--- src/hdl/bba_pkg.sv ---
// ----------------------------------------------------------------------------
// bba_pkg
// Shared types and constants of the bitmap block allocator.
// ----------------------------------------------------------------------------
package bba_pkg;

  localparam int MAX_BLOCKS = 4096;
  localparam int BLK_W      = $clog2(MAX_BLOCKS);
  localparam int CNT_W      = BLK_W + 1;
  localparam int WORD_W     = 32;
  localparam int BIT_W      = $clog2(WORD_W);
  localparam int NUM_WORDS  = MAX_BLOCKS / WORD_W;
  localparam int WIDX_W     = $clog2(NUM_WORDS);
  localparam int NWRD_W     = WIDX_W + 1;
  localparam int SCAN_LANES = 8;
  localparam int LANE_W     = $clog2(SCAN_LANES);
  localparam int CHUNK_W    = WIDX_W - LANE_W;

  localparam int CFG_ADDR_W = 3;
  localparam int CFG_DATA_W = 32;

  localparam logic [CNT_W-1:0] TOTAL_RESET = CNT_W'(MAX_BLOCKS);

  localparam logic OP_ALLOC = 1'b0;
  localparam logic OP_FREE  = 1'b1;

  typedef enum logic [0:0] {
    REG_TOTAL_BLOCKS = 1'b0
  } reg_idx_t;

  typedef enum logic [1:0] {
    ST_OK           = 2'd0,
    ST_NO_BLOCKS    = 2'd1,
    ST_DOUBLE_FREE  = 2'd2,
    ST_OUT_OF_RANGE = 2'd3
  } status_t;

  typedef struct packed {
    logic accept;
    logic scan;
    logic fail;
    logic commit_alloc;
    logic commit_free;
  } cmd_t;

  typedef struct packed {
    logic req_free;
    logic scan_hit;
    logic scan_last;
    logic out_free;
  } sts_t;

endpackage

--- src/hdl/bba_ctrl.sv ---
// ----------------------------------------------------------------------------
// bba_ctrl
// Sequencer of the allocator: accept, chunked free-word scan, check and commit.
// ----------------------------------------------------------------------------
module bba_ctrl
  import bba_pkg::*;
(
  input  logic clk,
  input  logic rst_n,
  input  logic in_valid,
  output logic in_ready,
  input  sts_t sts,
  output cmd_t cmd
);

  typedef enum logic [3:0] {
    S_IDLE = 4'b0001,
    S_SCAN = 4'b0010,
    S_ACHK = 4'b0100,
    S_FCHK = 4'b1000
  } state_t;

  state_t state_r, state_nxt;

  always_ff @(posedge clk) begin
    if (!rst_n) begin
      state_r <= S_IDLE;
    end else begin
      state_r <= state_nxt;
    end
  end

  always_comb begin
    state_nxt = state_r;
    cmd       = '0;
    in_ready  = 1'b0;
    case (state_r)
      S_IDLE: begin
        in_ready = 1'b1;
        if (in_valid) begin
          cmd.accept = 1'b1;
          state_nxt  = sts.req_free ? S_FCHK : S_SCAN;
        end
      end
      S_SCAN: begin
        cmd.scan = 1'b1;
        if (sts.scan_hit) begin
          state_nxt = S_ACHK;
        end else if (sts.scan_last && sts.out_free) begin
          cmd.fail  = 1'b1;
          state_nxt = S_IDLE;
        end
      end
      S_ACHK: begin
        if (sts.out_free) begin
          cmd.commit_alloc = 1'b1;
          state_nxt        = S_IDLE;
        end
      end
      S_FCHK: begin
        if (sts.out_free) begin
          cmd.commit_free = 1'b1;
          state_nxt       = S_IDLE;
        end
      end
      default: begin
        state_nxt = S_IDLE;
      end
    endcase
  end

endmodule

--- config.mk ---
export PLATFORM = sky130hd
export DESIGN_NAME = bba_ctrl
export DESIGN_NICKNAME = d
export VERILOG_FILES = /design/src/hdl/bba_pkg.sv /design/src/hdl/bba_ctrl.sv
export SDC_FILE = /design/constraint.sdc
export NUM_CORES = 1
export LEC_CHECK = 0
export ABC_AREA = 1
export CAP_MARGIN = 20
export CELL_PAD_IN_SITES_DETAIL_PLACEMENT = 1
export CELL_PAD_IN_SITES_GLOBAL_PLACEMENT = 1
export CORE_AREA = 2 2 39 41
export DETAILED_ROUTE_END_ITERATION = 10
export DIE_AREA = 0 0 41 43
export DONT_BUFFER_PORTS = 1
export PLACE_DENSITY = 0.48
export SKIP_LAST_GASP = 1
export SLEW_MARGIN = 20
export SYNTH_ARGS = -nofsm -noshare
export SYNTH_HDL_FRONTEND = slang
export SYNTH_SLANG_ARGS = --single-unit
--- constraint.sdc ---
create_clock -name clk -period 1.45 [get_ports clk]
set_clock_uncertainty 0.15 [all_clocks]
set_input_delay 0.145 -clock clk [delete_from_list [all_inputs] [get_ports clk]]
set_output_delay 0.145 -clock clk [all_outputs]
set_load 0.02 [all_outputs]
; Word-level counts from Yosys, hierarchy flattened
; Cells that the tools add are included.
[classes]
eq_ne = 7
reduce_logical = 3
muxes = 15
[op_table]
columns = cell, n
row1 = 4-bit two-way mux, 5
row2 = 4-bit one-hot mux with 3 select lines, 1
row3 = 1-bit two-way mux, 8
row4 = 4-bit by 1-bit equality test with 1-bit output (second input constant), 1
row5 = 4-bit by 2-bit equality test with 1-bit output (second input constant), 1
row6 = 4-bit by 3-bit equality test with 1-bit output (second input constant), 1
row7 = 4-bit equality test (second input constant), 1
row8 = 3-bit != test (second input constant), 1
row9 = 3-bit AND reduction, 1
row10 = 2-bit two-way mux, 1
row11 = 2-bit by 1-bit != test with 1-bit output (second input constant), 1
row12 = 2-bit != test (second input constant), 1
row13 = 2-bit OR reduction, 1
row14 = 1-bit logical AND, 1
[totals]
output_inout_bits = 6
ff_bits = 4

; Logic depth before layout (Yosys ltp)
; Gate-level depths: netlist (run 1).
[logic_depth]
depth_word = 4
depth_mapped = 8
depth_no_buf = 8

; Worst setup path before layout (run 1)
; OpenSTA, ideal clock, no wires.
[synth_path]
path_type = register to output
start = reg state_r[1]
end = out cmd[2] in the netlist's numbering
path_buffers = 0
arrival_ns = 1.020
path_slack_ns = 0.135
path_stages_with_launch = 5
cell_sequence = dfxtp_1 inv_2 nor2_2 nand2_1 nor3_1
[synth_lines]
columns = item, line
row1 = from (decl), bba_ctrl.sv:23  ; state_t state_r, state_nxt;
row2 = from (signal assigned), bba_ctrl.sv:29  ; state_r <= state_nxt;
row3 = to (decl), bba_ctrl.sv:13  ; output cmd_t cmd

==> results.cfg, run 1 <==
[critical_path]
r2r_end = state_r[1]
cp_slowest_stage_delay_ps = 320
cp_max_fo = 3
reg2reg_slack_ps = 160
crit_chain = nor2_2 -> nand2_2 -> nor3_2 -> buf_4
cp-end-kind = output port
worstPathArrival_ps = 1060
rr_worst_depth = 7
cp.required_ps = 1150
r2r-start = state_r[2]
crit_type = register to output port
cpMaxStageDelayCell = dfxtp_1
start_kind = register

[synthesis]
yosys-top-cells-count = nand2_1 (11), inv_1 (7), nor2_1 (7), nor2_2 (6)
yosysWarnings = 0
synth_area_per_cell_um2 = 5.99
netlist_instances = 51
synth_seq_cells = 4
synth_most_common_cell = nand2_1
synth_area_leaders = dfxtp_1 (26%), nand2_1 (14%), nor2_2 (12%)
seq_area_frac_synth_pct = 26.2
synth_nets = 58
synth.distinct_cells = 15
syn_area_um2 = 305
synth_edf_count = 0
yosys.area.top_type = dfxtp_1
async_reset_ff_share_pct = 0
synth_top_area_share_pct = 26.2
synth_ff_type = dfxtp_1

[hold_path]
hold_path_class = input port to register
holdPathEnd = state_r[0]
worstHoldStart = sts[2]
hold_path_depth = 3

[flow_run]
maxCapViolations = 0

[floorplan]
dieArea_mm2 = 0.00176
die_h_um = 43
top_level_ports = 13
die_w_um = 41
start_util_pct = 22.1
coreArea_mm2 = 0.00138
row_count = 14

[cts]
htreeDepth = 1
clk_pin_slew_worst_paths_ps = 40
insertion_delay_ps = 230
cts_buffer_depth = 2
cts.sink_count = 4
cts_root_buf = clkbuf_4
cts_buffers = 3
cts_tree = done

[placed_design]
gp_congestion = 0.661
placed_cells = 70
hpwl_um = 596
pre_cts_ws_ps = 177
io_buffers = 0

[finish]
n_antenna_cell = 0
top_register = state_r
syn_to_final_growth_pct = 38.1
layout.cells.non_filler = 76
largestRegisters = state_r: 4 flops
nets = 69
largest_reg_flops = 4
drive_gt1_share_pct = 41.7

[power_and_ir_drop]
p_per_area_mw_per_mm2 = 2180
total_power_mw = 0.920
ir_drop_mv = 0.785
p_leak_nw = 0.218

[routing]
firstDrtPassIters = 2
wire_per_inst_um = 9.51
vias_per_cell = 4.21
drc = 0
totalWireLength_um = 723
postRouteAntennaNets = 0
drt_iter0_markers = 1
vias = 320

[sta]
finalWorstSetupSlack_ps = 94.7
setup_tns_ps = 0
max_freq_mhz = 738
max_slew.worst_pin.slew_ps = 241
post-route-min-period_ps = 1360
relSlewSlack_pct = 83.9
setup_violations = 0
drv_slew = 0
whs_ps = 7.56
rsz0062_at_grt = true
finalHoldViolCount = 0
period_share_pct = 93.5

[global_route]
grt_max_degree = 8
track_usage_pct = 11.5
grt_pass1_wl_mm = 1.32
grt_overflow = 0
grt_pass1_vias = 341
antenna_found_initial = 0

[status]
status = complete, no violations
==> through the flow <==
stage          util, %  area, µm²
2_1_floorplan        -        305
3_3_place_gp      25.1        348
3_5_place_dp      25.1        348
4_1_cts           29.4        407
5_1_grt           30.5        422
6_report          30.5        422
==> worst max-delay path by stage <==
| stage | from | to | slack [ps] | cells past startpoint |
|---|---|---|---|---|
| 6_report | state_r[2] | cmd[2] | 90 | 4 |
| 5_1_grt | state_r[2] | cmd[1] | -20 | 4 |
| 4_1_cts | state_r[3] | cmd[2] | -1 | 4 |
| 3_5_place_dp | state_r[0] | state_r[1] | 180 | 7 |
| 3_3_place_gp | state_r[1] | state_r[1] | 160 | 6 |
| 2_1_floorplan | state_r[1] | cmd[2] | 140 | 4 |
==> power by group <==
part / switching, mW / internal, mW / leakage, nW
Combinational: 0.350 / 0.198 / 0.171
Clock: 0.0433 / 0.0924 / 0.0138
Sequential: 0.0580 / 0.179 / 0.0338
==> area by class of cell <==
class | count | area, µm²
repair buffers | 6 | 52.6
clock buffers | 3 | 22.5
flip-flops and latches | 4 | 86.3
fillers | 182 | 962
inverters | 9 | 33.8
well taps | 16 | 20.0
multi-input cells | 38 | 206
==> layout by cell type (no fill, tap or decap), types with 2 or more instances in the layout <==
cell type	Yosys	final
a21oi_1	3	3
buf_4	0	3
clkbuf_4	0	3
dfxtp_2	0	2
dlygate4sd3_1	0	3
inv_1	7	7
inv_2	2	2
nand2_1	11	10
nand2_2	1	2
nand3_1	4	4
nor2_1	7	4
nor2_2	6	9
==> per-layer routing <==
metal  track usage (%)  routed length (µm)
met5                 0                   0
met2              14.4                 357
met4              10.0                   0
met1              14.4                 337
met3              4.71                  28
==> logic make-up (layout without fill, tap and decap cells) <==
logic type | count (synthesis) | after routing | synth area share, %
simple gates | 34 | 34 | 56.2
buf+inv | 9 | 18 | 11.1
compound gates | 4 | 4 | 6.55
flops | 4 | 4 | 26.2
==> worst max-delay path: cells and delay by family, from the launching register on <==
family                 cells  cell delay (ps)
buffers and inverters      1              160
AND/OR/NAND/NOR            3              350
flip-flops                 1              320
==> repair_timing <==
action / in CTS / in global routing
pin swaps: 0 / 2
hold endpoints to repair: 4 / 0
setup buffers: 0 / 0
endpoints found under the setup margin: 3 / 3
gates resized for setup: 3 / 6
hold buffers: 3 / 0
Note: power is estimated with default switching activity, not from simulation.
==> run 2, diff against run 1 <==
--- a/config.mk
+++ b/config.mk
@@ -6,14 +6,14 @@
 export NUM_CORES = 1
 export LEC_CHECK = 0
 export ABC_AREA = 1
+export BUFFER_PORTS_ARGS = -buffer_cell sky130_fd_sc_hd__buf_4
 export CAP_MARGIN = 20
 export CELL_PAD_IN_SITES_DETAIL_PLACEMENT = 1
 export CELL_PAD_IN_SITES_GLOBAL_PLACEMENT = 1
 export CORE_AREA = 2 2 39 41
 export DETAILED_ROUTE_END_ITERATION = 10
 export DIE_AREA = 0 0 41 43
-export DONT_BUFFER_PORTS = 1
-export PLACE_DENSITY = 0.48
+export PLACE_DENSITY = 0.61
 export SKIP_LAST_GASP = 1
 export SLEW_MARGIN = 20
 export SYNTH_ARGS = -nofsm -noshare
==> run 2 against run 1 <==
  * Non-clock buffer count grew 7
  * First-iteration DRC count grew to 4.0 times the previous value
  * Cell count grew 9.2%
  * Fmax shrank 2.0%
  * Sequential power is essentially flat
  * Largest cell class unchanged
  * Power grew 7.3%
  * Die area is the same
  * Sequential share of layout area shrank 2.3 points
  * Clock power is essentially flat
  * Sequential cell count is the same
  * Design area grew 9.5%
  * Worst hold slack gained 6.1 ps
==> results.cfg, run 2 (synthesis gave the netlist of run 1 again) <==
[critical_path]
cp_max_fo = 4
cpMaxStageDelayCell = dfxtp_1
cp_slowest_stage_delay_ps = 340
rr_worst_depth = 6
cp-end-kind = output port
start_kind = register
crit_chain = nor2_2 -> nand2_2 -> nor3_2 -> buf_4
worstPathArrival_ps = 1090
cp.required_ps = 1150
crit_type = register to output port

[power_and_ir_drop]
p_sw_share_pct = 47.2
p_per_area_mw_per_mm2 = 2140
ir_drop_mv = 0.708
p_int_mw = 0.521
p_clk_share_pct = 13.7
p_leak_nw = 0.255
power_frac_seq_pct = 24.0
p_comb_share_pct = 62.3
p_switching_mw = 0.466
total_power_mw = 0.987

[floorplan]
dieArea_mm2 = 0.00176
top_level_ports = 13
die_h_um = 43
die_w_um = 41
row_count = 14
start_util_pct = 22.1
coreArea_mm2 = 0.00138

[finish]
largestRegisters = state_r: 4 flops
final_util_pct = 33.4
nets = 76
syn_to_final_growth_pct = 51.2
top_register = state_r
final_common_cell = buf_4
largest_reg_flops = 4
most-common-layout-cells = buf_4 (13), nand2_1 (10), nor2_2 (8)
drive_gt1_share_pct = 50.7
fillCellCount = 188
n_antenna_cell = 0

[cts]
cts.sink_count = 4
htreeDepth = 1
cts_root_buf = clkbuf_4
insertion_delay_ps = 230
cts_buffer_depth = 2
clk_pin_slew_worst_paths_ps = 40
cts_hold_buffers = 0
cts_tree = done
cts_buffers = 3

[status]
status = complete, no violations

[placed_design]
hpwl_um = 660
pre_cts_ws_ps = 147
gp_congestion = 0.692
io_buffers = 12

[sta]
finalHoldViolCount = 0
post-route-min-period_ps = 1380
finalWorstSetupSlack_ps = 67.3
max_freq_mhz = 723
drv_slew = 0
max_slew.worst_pin.slew_ps = 153
setup_tns_ps = 0
period_share_pct = 95.4
relSlewSlack_pct = 89.7
whs_ps = 13.7
rsz0062_at_grt = true
setup_violations = 0

[global_route]
track_usage_pct = 10.8
grt_overflow = 0
grt_max_degree = 8
antenna_found_initial = 0
grt_pass1_wl_mm = 1.24
grt_pass1_vias = 333

[routing]
totalWireLength_um = 744
firstDrtPassIters = 4
wire_per_inst_um = 8.96
drt_iter0_markers = 4
vias_per_cell = 4.42
postRouteAntennaNets = 0
drc = 0
vias = 367

[flow_run]
maxCapViolations = 0

[hold_path]
hold_path_class = input port to register
hold_path_depth = 3
[run 2: cell types whose count changed in the layout (fill, tap and decap cells not counted)]
cell           delta
dlygate4sd3_1     -3
dfxtp_4           -1
buf_4            +10
nor2_2            -1
dfxtp_2           +1
nor2_1            +1
[run 2: through the flow]
stage          cell area (µm²)  instances
2_1_floorplan              305         51
3_3_place_gp               415         79
3_5_place_dp               415         79
4_1_cts                    444         82
5_1_grt                    462         83
6_report                   462         83
[run 2: area by class of cell]
type                       instances  area, µm²  area share (%)
multi-input combinational         38        204            44.2
sequential                         4       83.8            18.2
inverter                           9       33.8            7.32
tap                               16       20.0            4.34
timing repair buffer              13       97.6            21.1
clock buffer                       3       22.5            4.88
[run 2: path summary, 6_finish.rpt]
path	from	end	slack, ps
max	state_r[3]	cmd[2]	70
min	rst_n	state_r[2]	10
max reg2reg	state_r[3]	state_r[1]	160
min reg2reg	state_r[2]	state_r[2]	370
[run 2: critical path: cells and delay by family, from the launching register on]
family                 cells  cell delay, ps
and+or+nand+nor            3             360
buffers and inverters      1             160
DFF                        1             340
[run 2: what timing repair did]
action	CTS	global route
buffers inserted	0	1
cloned	0	0
gates resized for setup	2	5
hold endpoints to repair	0	0
pin swaps	1	1
endpoints found under the setup margin	1	4
[run 2: per-layer routing]
metal	wire length (µm)	vias to the layer above	global-route usage, %
li1	-	189	-
met1	300	170	10.9
met2	414	8	16.6
met3	29	0	4.71
met4	0	0	8.00
met5	0	-	0
[run 2: power groups by stage]
stage | Sequential, mW | Combinational, mW | Clock (mW)
floorplan | 0.212 | 0.415 | 0
global placement | 0.221 | 0.574 | 0
detailed placement | 0.226 | 0.575 | 0
CTS | 0.230 | 0.574 | 0.142
global route | 0.248 | 0.686 | 0.152
finish | 0.237 | 0.615 | 0.135
